<file path="config.mk">
export PLATFORM = sky130hd
export DESIGN_NAME = ust_ctrl
export DESIGN_NICKNAME = d
export VERILOG_FILES = /design/src/uv_sphere_tessellator_macros.svh /design/src/ust_pkg.sv /design/src/ust_ctrl.sv
export SDC_FILE = /design/constraint.sdc
export NUM_CORES = 1
export LEC_CHECK = 0
export BUFFER_PORTS_ARGS = -buffer_cell sky130_fd_sc_hd__buf_2
export CAP_MARGIN = 20
export CORE_MARGIN = 4
export CORE_UTILIZATION = 51
export CTS_BUF_LIST = sky130_fd_sc_hd__clkbuf_16
export CTS_CLUSTER_DIAMETER = 60
export DETAILED_ROUTE_END_ITERATION = 10
export GPL_ROUTABILITY_DRIVEN = 0
export PLACE_DENSITY = 0.81
export RECOVER_POWER = 50
export SLEW_MARGIN = 0
export SYNTH_ARGS = -nofsm -noshare
export SYNTH_HDL_FRONTEND = slang
export SYNTH_SLANG_ARGS = --single-unit
export TNS_END_PERCENT = 30
</file>
<file path="constraint.sdc">
create_clock -name i_clk -period 1.46 [get_ports i_clk]
set_input_delay 0 -clock i_clk [delete_from_list [all_inputs] [get_ports i_clk]]
set_output_delay 0 -clock i_clk [all_outputs]
set_load 0.005 [all_outputs]
</file>
<file path="src/uv_sphere_tessellator_macros.svh">
// Assertion macros shared by the UV sphere tessellator RTL.
// Each macro expects i_clk and i_rst_n in the scope where it is used.
`ifndef UV_SPHERE_TESSELLATOR_MACROS_SVH
`define UV_SPHERE_TESSELLATOR_MACROS_SVH

// The consequent must hold in the same cycle as the antecedent.
`define UST_ASSERT_NOW(lbl, ante, cons, msg) \
    lbl: assert property (@(posedge i_clk) disable iff (!i_rst_n) (ante) |-> (cons)) \
        else $error(msg);

// The consequent must hold in the cycle after the antecedent.
`define UST_ASSERT_NEXT(lbl, ante, cons, msg) \
    lbl: assert property (@(posedge i_clk) disable iff (!i_rst_n) (ante) |=> (cons)) \
        else $error(msg);

`endif

</file>
<file path="src/ust_pkg.sv">
// Shared types, constants and pipeline geometry for the UV sphere tessellator.
// No dependencies; every RTL module imports this package.
package ust_pkg;

    localparam int FRAC_BITS    = 15;
    localparam int MAX_SEGMENTS = 255;
    localparam int SEG_W        = 8;
    localparam int DVS_W        = SEG_W + 1;
    localparam int DIV_W        = 40;
    localparam int DIV_STEP     = 4;
    localparam int DIV_STAGES   = DIV_W / DIV_STEP;
    localparam int DIV_LANES    = 4;
    localparam int NUM_TERMS    = 6;
    localparam int SIN_STAGES   = 2 + 3 * NUM_TERMS;
    localparam int SIN_FIRST    = 1 + DIV_STAGES;
    localparam int SEL_STAGE    = SIN_FIRST + SIN_STAGES;
    localparam int MUL_STAGE    = SEL_STAGE + 1;
    localparam int NUM_STAGES   = MUL_STAGE + 1;
    localparam int SHIFT_XY     = 61 - FRAC_BITS;
    localparam int SHIFT_Z      = 31 - FRAC_BITS;

    localparam int LANE_V  = 0;
    localparam int LANE_U  = 1;
    localparam int LANE_TS = 2;
    localparam int LANE_TT = 3;

    localparam logic [30:0] HALF_PI_Q30 = 31'd1686629713;
    localparam logic [30:0] Q30_ONE     = 31'h4000_0000;

    localparam logic [7:0] TERM_DIV [NUM_TERMS] = '{
        8'd6, 8'd20, 8'd42, 8'd72, 8'd110, 8'd156
    };
    localparam logic [31:0] TERM_RCP [NUM_TERMS] = '{
        32'((64'd1 << 32) / 64'd6),   32'((64'd1 << 32) / 64'd20),
        32'((64'd1 << 32) / 64'd42),  32'((64'd1 << 32) / 64'd72),
        32'((64'd1 << 32) / 64'd110), 32'((64'd1 << 32) / 64'd156)
    };

    localparam logic signed [16:0] NRM_HI = 17'((1 << FRAC_BITS) - 1);
    localparam logic signed [16:0] NRM_LO = 17'(-(1 << FRAC_BITS));

    localparam int CFG_IDX_W = 2;
    localparam logic [CFG_IDX_W-1:0] CFG_SECTOR = 2'd0;
    localparam logic [CFG_IDX_W-1:0] CFG_STACK  = 2'd1;
    localparam logic [SEG_W-1:0] SECTOR_RESET = 8'd36;
    localparam logic [SEG_W-1:0] STACK_RESET  = 8'd18;

    localparam logic REQ_VERTEX = 1'b0;
    localparam logic REQ_CELL   = 1'b1;

    typedef struct packed {
        logic             req_type;
        logic [SEG_W-1:0] stack_index;
        logic [SEG_W-1:0] sector_index;
    } t_req;

    typedef struct packed {
        logic signed [15:0] pos_x;
        logic signed [15:0] pos_y;
        logic signed [15:0] pos_z;
        logic signed [15:0] nrm_x;
        logic signed [15:0] nrm_y;
        logic signed [15:0] nrm_z;
        logic [15:0]        tex_s;
        logic [15:0]        tex_t;
        logic [15:0]        tri_a;
        logic [15:0]        tri_b;
        logic [15:0]        tri_c;
        logic               is_last;
    } t_res;

    typedef struct packed {
        logic        kind;
        logic        upper;
        logic        lower;
        logic [15:0] base_a;
        logic [15:0] base_b;
        logic [15:0] tex_s;
        logic [15:0] tex_t;
        logic [1:0]  quad_u;
        logic [1:0]  quad_v;
    } t_meta;

    typedef struct packed {
        logic [NUM_STAGES-1:0] en;
        logic                  last_valid;
    } t_pipe_ctl;

endpackage

</file>
<file path="src/ust_ctrl.sv">
// Valid bits and stage enables of the tessellator pipeline.
// Depends on ust_pkg.
module ust_ctrl (
    input  logic               i_clk,
    input  logic               i_rst_n,
    input  logic               i_in_valid,
    input  logic               i_keep,
    input  logic               i_sink_ready,
    output ust_pkg::t_pipe_ctl o_ctl
);
    import ust_pkg::*;

    localparam logic [NUM_STAGES-1:0] ALL_ONES = {NUM_STAGES{1'b1}};

    logic [NUM_STAGES-1:0] r_v;
    logic [NUM_STAGES-1:0] w_en;

    // A stage may load when the sink takes or some stage at or above it is empty.
    always_comb begin
        for (int k = 0; k < NUM_STAGES; k++) begin
            w_en[k] = i_sink_ready || (|(~r_v & NUM_STAGES'(ALL_ONES << k)));
        end
    end

    always_ff @(posedge i_clk) begin
        if (!i_rst_n) begin
            r_v <= '0;
        end else begin
            if (w_en[0]) begin
                r_v[0] <= i_in_valid && i_keep;
            end
            for (int k = 1; k < NUM_STAGES; k++) begin
                if (w_en[k]) begin
                    r_v[k] <= r_v[k-1];
                end
            end
        end
    end

    assign o_ctl.en         = w_en;
    assign o_ctl.last_valid = r_v[NUM_STAGES-1];

endmodule

</file>
==> flow_summary.json <==
{
  "outcome": "finished with violations",
  "violations": "negative setup slack",
  "syn-cell-area_mm2": 0.00145,
  "synth_warnings": 0,
  "initial_core_util_pct": 53.0,
  "tightest_slew_ps": 498,
  "fin_setup_tns_ps": -3810,
  "cp_common_cell": "nand4_1",
  "fmax_ghz": 0.602,
  "cts_tree": "done",
  "drive_above_1_share_pct": 44.3,
  "die_x_um": 61.3,
  "critPathBufInv": 3,
  "top_regs": "r_v (33)",
  "dieArea_mm2": 0.00376,
  "crit_slowest_cell": "dfxtp_2",
  "synth.largest_area_cell": "dfxtp_1",
  "track_usage_pct": 21.5,
  "ctsHtreeMaxLevel": 2,
  "cts_buffers": 5,
  "post-route-min-period_ps": 1660,
  "synth_nets": 185,
  "maxSlewHeadroom_pct": 66.6,
  "cts_buffer_depth": 2,
  "top_register": "r_v",
  "rsz0062_at_grt": "yes",
  "hp-class": "primary input to flop",
  "pwr-share-comb_pct": 1.8,
  "setup_viol": 30,
  "grt_pass1_wl_mm": 5.87,
  "worstSetupPathType": "flop to primary output",
  "p_clk_share_pct": 50.3,
  "r2r_start": "r_v[24]$_SDFFE_PN0P_",
  "yosys-top-cells-area": "dfxtp_1 46%, nand2_1 8.0%, nand3_1 5.2%",
  "final_common_cell": "buf_2",
  "rrSetupSlack_ps": -80,
  "power.density_mw_per_mm2": 883,
  "drt_first_pass_iters": 4,
  "peakVddDrop_uv": 1160,
  "core_mm2": 0.00273,
  "drc_errors": 0,
  "ys_seq_area_share_pct": 45.6,
  "power_switching_uw": 372,
  "drv_cap": 0,
  "regArea_um2": 674,
  "cts_root_buffer": "clkbuf_16",
  "dr_total_vias": 1487,
  "grt_overflow": 0,
  "cp_max_fo": 6,
  "routedWlPerCell_um": 13.5,
  "timing.rr.end": "r_v[21]$_SDFFE_PN0P_",
  "swShare_pct": 19.6,
  "multi_input_area_um2": 752,
  "cp.required_ps": 1460,
  "diodes": 0,
  "cts.sinks": 33,
  "fin_worst_skew_ps": 5.33,
  "start_kind": "flop",
  "vias_per_cell": 5.24,
  "slew_violations": 0,
  "port-buffer-count": 38,
  "insertion_delay_ps": 280,
  "synth_area_per_cell_um2": 8.06,
  "setup_slack_ps": -200,
  "path_cells": "nand4_1 -> buf_4 -> nor3_4 -> inv_4 -> nor2_4 -> nand4_1 -> buf_2",
  "grt_pass1_vias": 1355,
  "min_to": "r_v[32]$_SDFFE_PN0P_",
  "hold_viol": 0,
  "power_mw": 1.90,
  "antenna_left": 0,
  "fin_nets": 258,
  "leakagePower_nw": 0.853,
  "final_core_util_pct": 78.6,
  "ys_ff_latch": 33,
  "p_int_mw": 1.52,
  "synthCells": 180,
  "chipHeight_um": 61.3,
  "hold_path_depth": 4,
  "largest_reg_flops": 33,
  "wirelength_mm": 3.84,
  "area_growth_pct": 48.1,
  "max_stage_delay_ps": 320,
  "rows": 19,
  "clkTransAtPathRegs_ps": 50,
  "cp_top_family": "simple AND/OR/NAND/NOR gates",
  "hp-start": "i_sink_ready",
  "final_cell_mix": "36 x buf_2, 31 x nand2_1, 30 x buf_4",
  "fill_cells": 184,
  "reg2regPathDepth": 7,
  "critPathCaptureType": "primary output",
  "arrival_ps": 1660,
  "pwr-share-seq_pct": 47.9,
  "ios": 39,
  "finalCritPeriodShare_pct": 114,
  "ys_types": 32,
  "antenna_found_initial": 0,
  "drt_iter0_markers": 55,
  "yosysTopAreaCellShare_pct": 45.6,
  "grt_max_degree": 28,
  "dp_hpwl_mm": 2.43
}
==> metrics by stage <==
| step | cell area, um^2 | setup slack [ps] | hold slack [ps] | instances |
|---|---|---|---|---|
| 4_1_cts | 2070 | -155 | 145 | 278 |
| 3_3_place_gp | 1820 | -8.03 | 227 | 265 |
| 6_report | 2150 | -200 | 170 | 284 |
| 3_5_place_dp | 1820 | -45.4 | 235 | 265 |
| 2_1_floorplan | 1450 | 110 | 137 | 180 |
| 5_1_grt | 2150 | -303 | 192 | 284 |
==> worst min-delay path, cell delays in order <==
cell and delay [ps]:
buf_2 80, nand2b_4 140, clkbuf_4 130, a21oi_1 50
==> power groups by stage <==
| stage | Clock [mW] | Sequential [mW] | Combinational, mW |
|---|---|---|---|
| global placement | 0 | 0.926 | 0.0290 |
| global route | 1.01 | 0.907 | 0.0372 |
| finish | 0.955 | 0.908 | 0.0338 |
| detailed placement | 0 | 0.926 | 0.0300 |
| CTS | 0.961 | 0.908 | 0.0337 |
| floorplan | 0 | 0.925 | 0.0199 |
==> repair_timing <==
action / CTS / global route
buffers inserted: 3 / 6
gates resized for setup: 23 / 9
hold buffers: 2 / 0
pin swaps: 12 / 11
gates cloned: 1 / 0
setup endpoints to repair: 27 / 44
endpoints found under the hold margin: 1 / 0
==> synthesized netlist by cell type (all sizes together) <==
cell type   n
a21oi      11
a31oi       2
a41oi       1
and2b       1
and3        4
and4        4
buf         5
clkbuf      4
clkinv      1
dfxtp      33
inv        18
nand2      31
nand2b      1
nand3      15
nand3b      1
nand4      11
nor2       14
nor3        4
nor4        2
o21a        5
o21ai      11
or2         1
==> worst max path at each step <==
| stage | endpoint | startpoint | depth (start not counted) |
|---|---|---|---|
| 4_1_cts | o_ctl[4] | r_v[23]$_SDFFE_PN0P_ | 5 |
| 2_1_floorplan | r_v[21]$_SDFFE_PN0P_ | r_v[32]$_SDFFE_PN0P_ | 7 |
| 5_1_grt | o_ctl[15] | r_v[24]$_SDFFE_PN0P_ | 7 |
| 3_5_place_dp | o_ctl[1] | r_v[32]$_SDFFE_PN0P_ | 7 |
| 3_3_place_gp | o_ctl[1] | r_v[32]$_SDFFE_PN0P_ | 7 |
| 6_report | o_ctl[15] | r_v[24]$_SDFFE_PN0P_ | 7 |
==> area by class of cell <==
type	instances	area share, %
flip-flops and latches	33	31.4
repair buffers	74	22.1
well taps	31	1.81
inverters	19	3.55
multi-input cells	120	35.0
clock buffers	5	5.82
clock inverters	2	0.349
==> kinds of logic (layout without fill, tap and decap cells) <==
family / count (synthesis) / after routing / synth area share (%)
buffers and inverters: 28 / 100 / 8.20
AND/OR/NAND/NOR: 89 / 90 / 34.3
AO/OA/AOI/OAI: 30 / 30 / 11.9
flip-flops: 33 / 33 / 45.6
==> layer usage <==
metal	share of wire [%]	GRT usage, %	vias up
li1	-	-	759
met5	0	0	-
met4	1.3	8.36	0
met1	44	26.2	686
met2	49	35.6	35
met3	5.8	6.50	7
Power figures use the tool's default switching activity.
