--- config.mk ---
export PLATFORM = sky130hd
export DESIGN_NAME = ust_out
export DESIGN_NICKNAME = d
export VERILOG_FILES = /design/src/uv_sphere_tessellator_macros.svh /design/src/ust_pkg.sv /design/src/ust_out.sv
export SDC_FILE = /design/constraint.sdc
export NUM_CORES = 1
export LEC_CHECK = 0
export BUFFER_PORTS_ARGS = -buffer_cell sky130_fd_sc_hd__buf_2
export CORE_MARGIN = 3
export CORE_UTILIZATION = 30
export DETAILED_ROUTE_END_ITERATION = 7
export HOLD_SLACK_MARGIN = 0.05
export PLACE_DENSITY = 0.54
export SYNTH_ARGS = -nofsm -noshare
export SYNTH_HDL_FRONTEND = slang
export SYNTH_SLANG_ARGS = --single-unit
--- constraint.sdc ---
create_clock -name i_clk -period 13 [get_ports i_clk]
set_input_delay 0.65 -clock i_clk [delete_from_list [all_inputs] [get_ports i_clk]]
set_output_delay 0.65 -clock i_clk [all_outputs]
set_load 0.01 [all_outputs]
--- src/uv_sphere_tessellator_macros.svh ---
// Assertion macros shared by the UV sphere tessellator RTL.
// Each macro expects i_clk and i_rst_n in the scope where it is used.
`ifndef UV_SPHERE_TESSELLATOR_MACROS_SVH
`define UV_SPHERE_TESSELLATOR_MACROS_SVH

// The consequent must hold in the same cycle as the antecedent.
`define UST_ASSERT_NOW(lbl, ante, cons, msg) \
    lbl: assert property (@(posedge i_clk) disable iff (!i_rst_n) (ante) |-> (cons)) \
        else $error(msg);

// The consequent must hold in the cycle after the antecedent.
`define UST_ASSERT_NEXT(lbl, ante, cons, msg) \
    lbl: assert property (@(posedge i_clk) disable iff (!i_rst_n) (ante) |=> (cons)) \
        else $error(msg);

`endif

--- src/ust_pkg.sv ---
// Shared types, constants and pipeline geometry for the UV sphere tessellator.
// No dependencies; every RTL module imports this package.
package ust_pkg;

    localparam int FRAC_BITS    = 15;
    localparam int MAX_SEGMENTS = 255;
    localparam int SEG_W        = 8;
    localparam int DVS_W        = SEG_W + 1;
    localparam int DIV_W        = 40;
    localparam int DIV_STEP     = 4;
    localparam int DIV_STAGES   = DIV_W / DIV_STEP;
    localparam int DIV_LANES    = 4;
    localparam int NUM_TERMS    = 6;
    localparam int SIN_STAGES   = 2 + 3 * NUM_TERMS;
    localparam int SIN_FIRST    = 1 + DIV_STAGES;
    localparam int SEL_STAGE    = SIN_FIRST + SIN_STAGES;
    localparam int MUL_STAGE    = SEL_STAGE + 1;
    localparam int NUM_STAGES   = MUL_STAGE + 1;
    localparam int SHIFT_XY     = 61 - FRAC_BITS;
    localparam int SHIFT_Z      = 31 - FRAC_BITS;

    localparam int LANE_V  = 0;
    localparam int LANE_U  = 1;
    localparam int LANE_TS = 2;
    localparam int LANE_TT = 3;

    localparam logic [30:0] HALF_PI_Q30 = 31'd1686629713;
    localparam logic [30:0] Q30_ONE     = 31'h4000_0000;

    localparam logic [7:0] TERM_DIV [NUM_TERMS] = '{
        8'd6, 8'd20, 8'd42, 8'd72, 8'd110, 8'd156
    };
    localparam logic [31:0] TERM_RCP [NUM_TERMS] = '{
        32'((64'd1 << 32) / 64'd6),   32'((64'd1 << 32) / 64'd20),
        32'((64'd1 << 32) / 64'd42),  32'((64'd1 << 32) / 64'd72),
        32'((64'd1 << 32) / 64'd110), 32'((64'd1 << 32) / 64'd156)
    };

    localparam logic signed [16:0] NRM_HI = 17'((1 << FRAC_BITS) - 1);
    localparam logic signed [16:0] NRM_LO = 17'(-(1 << FRAC_BITS));

    localparam int CFG_IDX_W = 2;
    localparam logic [CFG_IDX_W-1:0] CFG_SECTOR = 2'd0;
    localparam logic [CFG_IDX_W-1:0] CFG_STACK  = 2'd1;
    localparam logic [SEG_W-1:0] SECTOR_RESET = 8'd36;
    localparam logic [SEG_W-1:0] STACK_RESET  = 8'd18;

    localparam logic REQ_VERTEX = 1'b0;
    localparam logic REQ_CELL   = 1'b1;

    typedef struct packed {
        logic             req_type;
        logic [SEG_W-1:0] stack_index;
        logic [SEG_W-1:0] sector_index;
    } t_req;

    typedef struct packed {
        logic signed [15:0] pos_x;
        logic signed [15:0] pos_y;
        logic signed [15:0] pos_z;
        logic signed [15:0] nrm_x;
        logic signed [15:0] nrm_y;
        logic signed [15:0] nrm_z;
        logic [15:0]        tex_s;
        logic [15:0]        tex_t;
        logic [15:0]        tri_a;
        logic [15:0]        tri_b;
        logic [15:0]        tri_c;
        logic               is_last;
    } t_res;

    typedef struct packed {
        logic        kind;
        logic        upper;
        logic        lower;
        logic [15:0] base_a;
        logic [15:0] base_b;
        logic [15:0] tex_s;
        logic [15:0] tex_t;
        logic [1:0]  quad_u;
        logic [1:0]  quad_v;
    } t_meta;

    typedef struct packed {
        logic [NUM_STAGES-1:0] en;
        logic                  last_valid;
    } t_pipe_ctl;

endpackage

--- src/ust_out.sv ---
// Result register: rounds and saturates vertex fields, emits cell triangles one by one.
// Depends on ust_pkg.
module ust_out (
    input  logic                  i_clk,
    input  logic                  i_rst_n,
    input  logic                  i_valid,
    input  ust_pkg::t_meta        i_meta,
    input  logic signed [63:0]    i_px,
    input  logic signed [63:0]    i_py,
    input  logic signed [31:0]    i_pz,
    input  logic                  i_ready,
    output logic                  o_take,
    output logic                  o_valid,
    output ust_pkg::t_res         o_res
);
    import ust_pkg::*;

    logic r_valid;
    logic r_pend;
    t_res r_res;
    t_res r_second;
    t_res n_first;
    t_res n_second;

    function automatic logic signed [15:0] round_mag(input logic signed [63:0] v,
                                                     input int sh);
        logic [63:0] mag;
        logic [63:0] q;
        mag = v[63] ? 64'(-v) : 64'(v);
        q   = (mag + (64'd1 << (sh - 1))) >> sh;
        return v[63] ? 16'(-q) : 16'(q);
    endfunction

    function automatic logic signed [15:0] sat_nrm(input logic signed [15:0] p);
        logic signed [16:0] d;
        d = $signed({p, 1'b0});
        if (d > NRM_HI) begin
            return 16'(NRM_HI);
        end
        if (d < NRM_LO) begin
            return 16'(NRM_LO);
        end
        return 16'(d);
    endfunction

    always_comb begin
        logic signed [15:0] px;
        logic signed [15:0] py;
        logic signed [15:0] pz;
        px = round_mag(i_px, SHIFT_XY);
        py = round_mag(i_py, SHIFT_XY);
        pz = round_mag(64'(i_pz), SHIFT_Z);

        n_second         = '0;
        n_second.tri_a   = 16'(i_meta.base_a + 16'd1);
        n_second.tri_b   = i_meta.base_b;
        n_second.tri_c   = 16'(i_meta.base_b + 16'd1);
        n_second.is_last = 1'b1;

        n_first = '0;
        if (i_meta.kind == REQ_VERTEX) begin
            n_first.pos_x   = px;
            n_first.pos_y   = py;
            n_first.pos_z   = pz;
            n_first.nrm_x   = sat_nrm(px);
            n_first.nrm_y   = sat_nrm(py);
            n_first.nrm_z   = sat_nrm(pz);
            n_first.tex_s   = i_meta.tex_s;
            n_first.tex_t   = i_meta.tex_t;
            n_first.is_last = 1'b1;
        end else if (i_meta.upper) begin
            n_first.tri_a   = i_meta.base_a;
            n_first.tri_b   = i_meta.base_b;
            n_first.tri_c   = 16'(i_meta.base_a + 16'd1);
            n_first.is_last = !i_meta.lower;
        end else begin
            n_first = n_second;
        end
    end

    assign o_take = !r_valid || (i_ready && !r_pend);

    always_ff @(posedge i_clk) begin
        if (!i_rst_n) begin
            r_valid <= 1'b0;
            r_pend  <= 1'b0;
        end else if (o_take) begin
            r_valid <= i_valid;
            r_pend  <= i_valid && (i_meta.kind == REQ_CELL) && i_meta.upper
                       && i_meta.lower;
        end else if (i_ready) begin
            r_pend <= 1'b0;
        end
    end

    always_ff @(posedge i_clk) begin
        if (o_take && i_valid) begin
            r_res    <= n_first;
            r_second <= n_second;
        end else if (r_valid && i_ready && r_pend) begin
            r_res <= r_second;
        end
    end

    assign o_valid = r_valid;
    assign o_res   = r_res;

endmodule

==> flow_summary.json <==
{
  "port_buffers": 407,
  "status": "finished clean",
  "timing.fmax_mhz": 169,
  "drv_cap": 0,
  "ir_worst_vdd_mv": 0.0879,
  "synthTopCellsByCount": "edfxtp_1 (225), nand2_1 (154), nor2_1 (113), xnor2_1 (103), o21ai_0 (74)",
  "die-area_sq_um": 49300,
  "ctsResizeCount": 0,
  "grt_usage_pct": 16.3,
  "cts_root_buf": "clkbuf_16",
  "fin_ws_ns": 7.08,
  "clockBufferDepth": 3,
  "ant_nets": 0,
  "yosysTopAreaCell": "edfxtp_1",
  "finalSetupViolations": 0,
  "syn_nets": 1624,
  "hold_viol": 0,
  "dpl.hpwl_microns": 31100,
  "fin_crit_ns": 5.92,
  "synth_ff_type": "edfxtp_1",
  "worst_slew_pin_slew_ns": 1.25,
  "cp_cell_sequence": "buf_2 > or4_1 > or3_1 > nor4_2 > a31oi_1 > xor2_1 > and4_1 > nand3_1 > a211oi_4 > nand4_2 > a31oi_2 > o32ai_1",
  "cp.depth": 12,
  "drt_iter0_drc": 871,
  "crit_slowest_cell": "a31oi_2",
  "worstSetupPathType": "input port to flop",
  "wl_met1_microns": 19200,
  "critPathLaunchType": "input port",
  "finClkSkew_ns": 0.00827,
  "pin_count": 414,
  "cts-buffers-inserted": 26,
  "cts_tree": "built",
  "dr.pass1.iters": 5,
  "synth_cells": 1381,
  "crit_path_end_kind": "flop",
  "clock_sinks": 227,
  "die_w_microns": 222,
  "syn_area_sq_um": 14000,
  "grt_pass1_vias": 11692,
  "synth_top_family_by_area": "simple AND/OR/NAND/NOR gates",
  "path_buf_inv": 1,
  "grt_max_degree": 85,
  "drc_errors": 0,
  "synth-seq-cells": 227,
  "rsz0062_at_grt": "no",
  "place_congestion": 0.855,
  "routed_via_density": 5.09,
  "ys_top_cells_by_area": "edfxtp_1 (48%), xnor2_1 (6.4%), xor2_1 (4.6%)",
  "area_growth_pct": 24.2,
  "htree_levels": 1,
  "slew_viol_final": 0,
  "finalCritPeriodShare_pct": 45.5,
  "synthSimpleGateAreaFrac_pct": 20.8,
  "drive_above_1_share_pct": 28.4,
  "synthArstFlopShare_pct": 0,
  "relSlewSlack_pct": 16.2,
  "wl_microns": 42000,
  "yosysSeqAreaShare_pct": 48.6,
  "via_count": 12009,
  "antenna_found_initial": 3,
  "start_util_pct": 30.6,
  "core-area_sq_um": 45700,
  "synthAdderAreaFrac_pct": 0.716,
  "synth_xor_area_share_pct": 11.1,
  "powerDensity_nw_per_um2": 116,
  "clkTransAtPathRegs_ns": 0.06,
  "highest_layer": "met5",
  "yosys_warnings": 0,
  "synth.most_common_cell": "edfxtp_1",
  "worstHoldPathCells": 1,
  "muxShareOfSynthArea_pct": 1.59,
  "fin_tns_setup_ns": 0,
  "worstPathArrival_ns": 6.14,
  "grt.overflow.total": 0,
  "clkLatencyLatePin_ns": 0.54,
  "postCtsSetupRepairBufs": 0,
  "max_stage_delay_ns": 1.05,
  "ff2ff_path_depth": 9,
  "synth-edff-count": 225,
  "die_h_microns": 222,
  "nNetsFinal": 1984,
  "avgSynthCellArea_sq_um": 10.1,
  "leakagePower_nw": 6.79,
  "cts.hold.buffers_added": 0,
  "rows": 78,
  "dr_wl_met3_microns": 2800,
  "place_ws_ns": 6.58,
  "required_ns": 13.22,
  "grt_pass1_wl_microns": 65900,
  "drt-wirelength-per-cell_microns": 17.8,
  "ys_types": 83,
  "n_antenna_cell": 0,
  "synth-compound-area-share_pct": 13.9,
  "yosys.area.top_type_share_pct": 48.3,
  "wl_met2_microns": 19300,
  "critical_path.top_delay_family": "simple AND/OR/NAND/NOR gates",
  "hold_class": "input port to flop",
  "cp_max_fo": 16
}
sequential cells by signal, summed over array words and instances (netlist names):
name      flops
r_pend        1
o_valid       1
r_second     48
o_res       177
metrics by stage:
| step | utilization (%) | cells | instance area, sq um | hold WS [ns] | power, mW |
|---|---|---|---|---|---|
| 2_1_floorplan | - | 1381 | 14000 | 0.454 | 1.15 |
| 3_3_place_gp | 36.2 | 2313 | 16500 | 0.471 | 1.30 |
| 3_5_place_dp | 36.2 | 2313 | 16500 | 0.481 | 1.30 |
| 4_1_cts | 38.0 | 2360 | 17400 | 0.293 | 2.06 |
| 5_1_grt | 38.0 | 2360 | 17400 | 0.309 | 2.13 |
| 6_report | 38.0 | 2360 | 17400 | 0.333 | 2.02 |
layer usage:
metal,vias up,track usage (%)
li1,5846,-
met1,5735,22.1
met2,378,26.9
met3,44,3.69
met4,6,3.05
met5,-,0
path summary, 6_finish.rpt:
check / startpoint / to / slack [ns]
setup / recovery: i_px[21] / o_res[116] / 7.08
hold / removal: i_meta[51] / r_second[32] / 0.33
setup reg to reg: o_valid / o_res[94] / 9.36
hold reg to reg: r_pend / r_pend / 0.49
where the power goes:
part | leakage (nW) | switching [mW] | internal [mW]
Sequential | 2.24 | 0.0149 | 0.875
Clock | 0.415 | 0.298 | 0.439
Combinational | 4.13 | 0.250 | 0.144
Total | 6.79 | 0.563 | 1.46
layout make-up:
cell class	instances	area, sq um
clock buffer	35	704
inverter	32	120
tap	600	751
sequential	227	6800
multi-input combinational	1041	6780
fill	4575	28300
clock inverter	12	149
timing repair buffer	413	2080
cell usage in the layout (no fill, tap or decap), drive strengths merged, types with 35 or more instances in the layout:
cell and count:
and2 54, o21ai 79, nand3 59, xor2 74, o31ai 50, nor4 38
buf 413, nor2 113, nand2 155, edfxtp 225, nor3 36, clkbuf 35
xnor2 103
cell families after synthesis:
kind of cell    Yosys count
compound gates          265
xor+xnor                177
flops                   227
mux                      22
fa+ha+maj                 8
simple gates            569
buf+inv                 113
(Power assumes the default switching activity.)
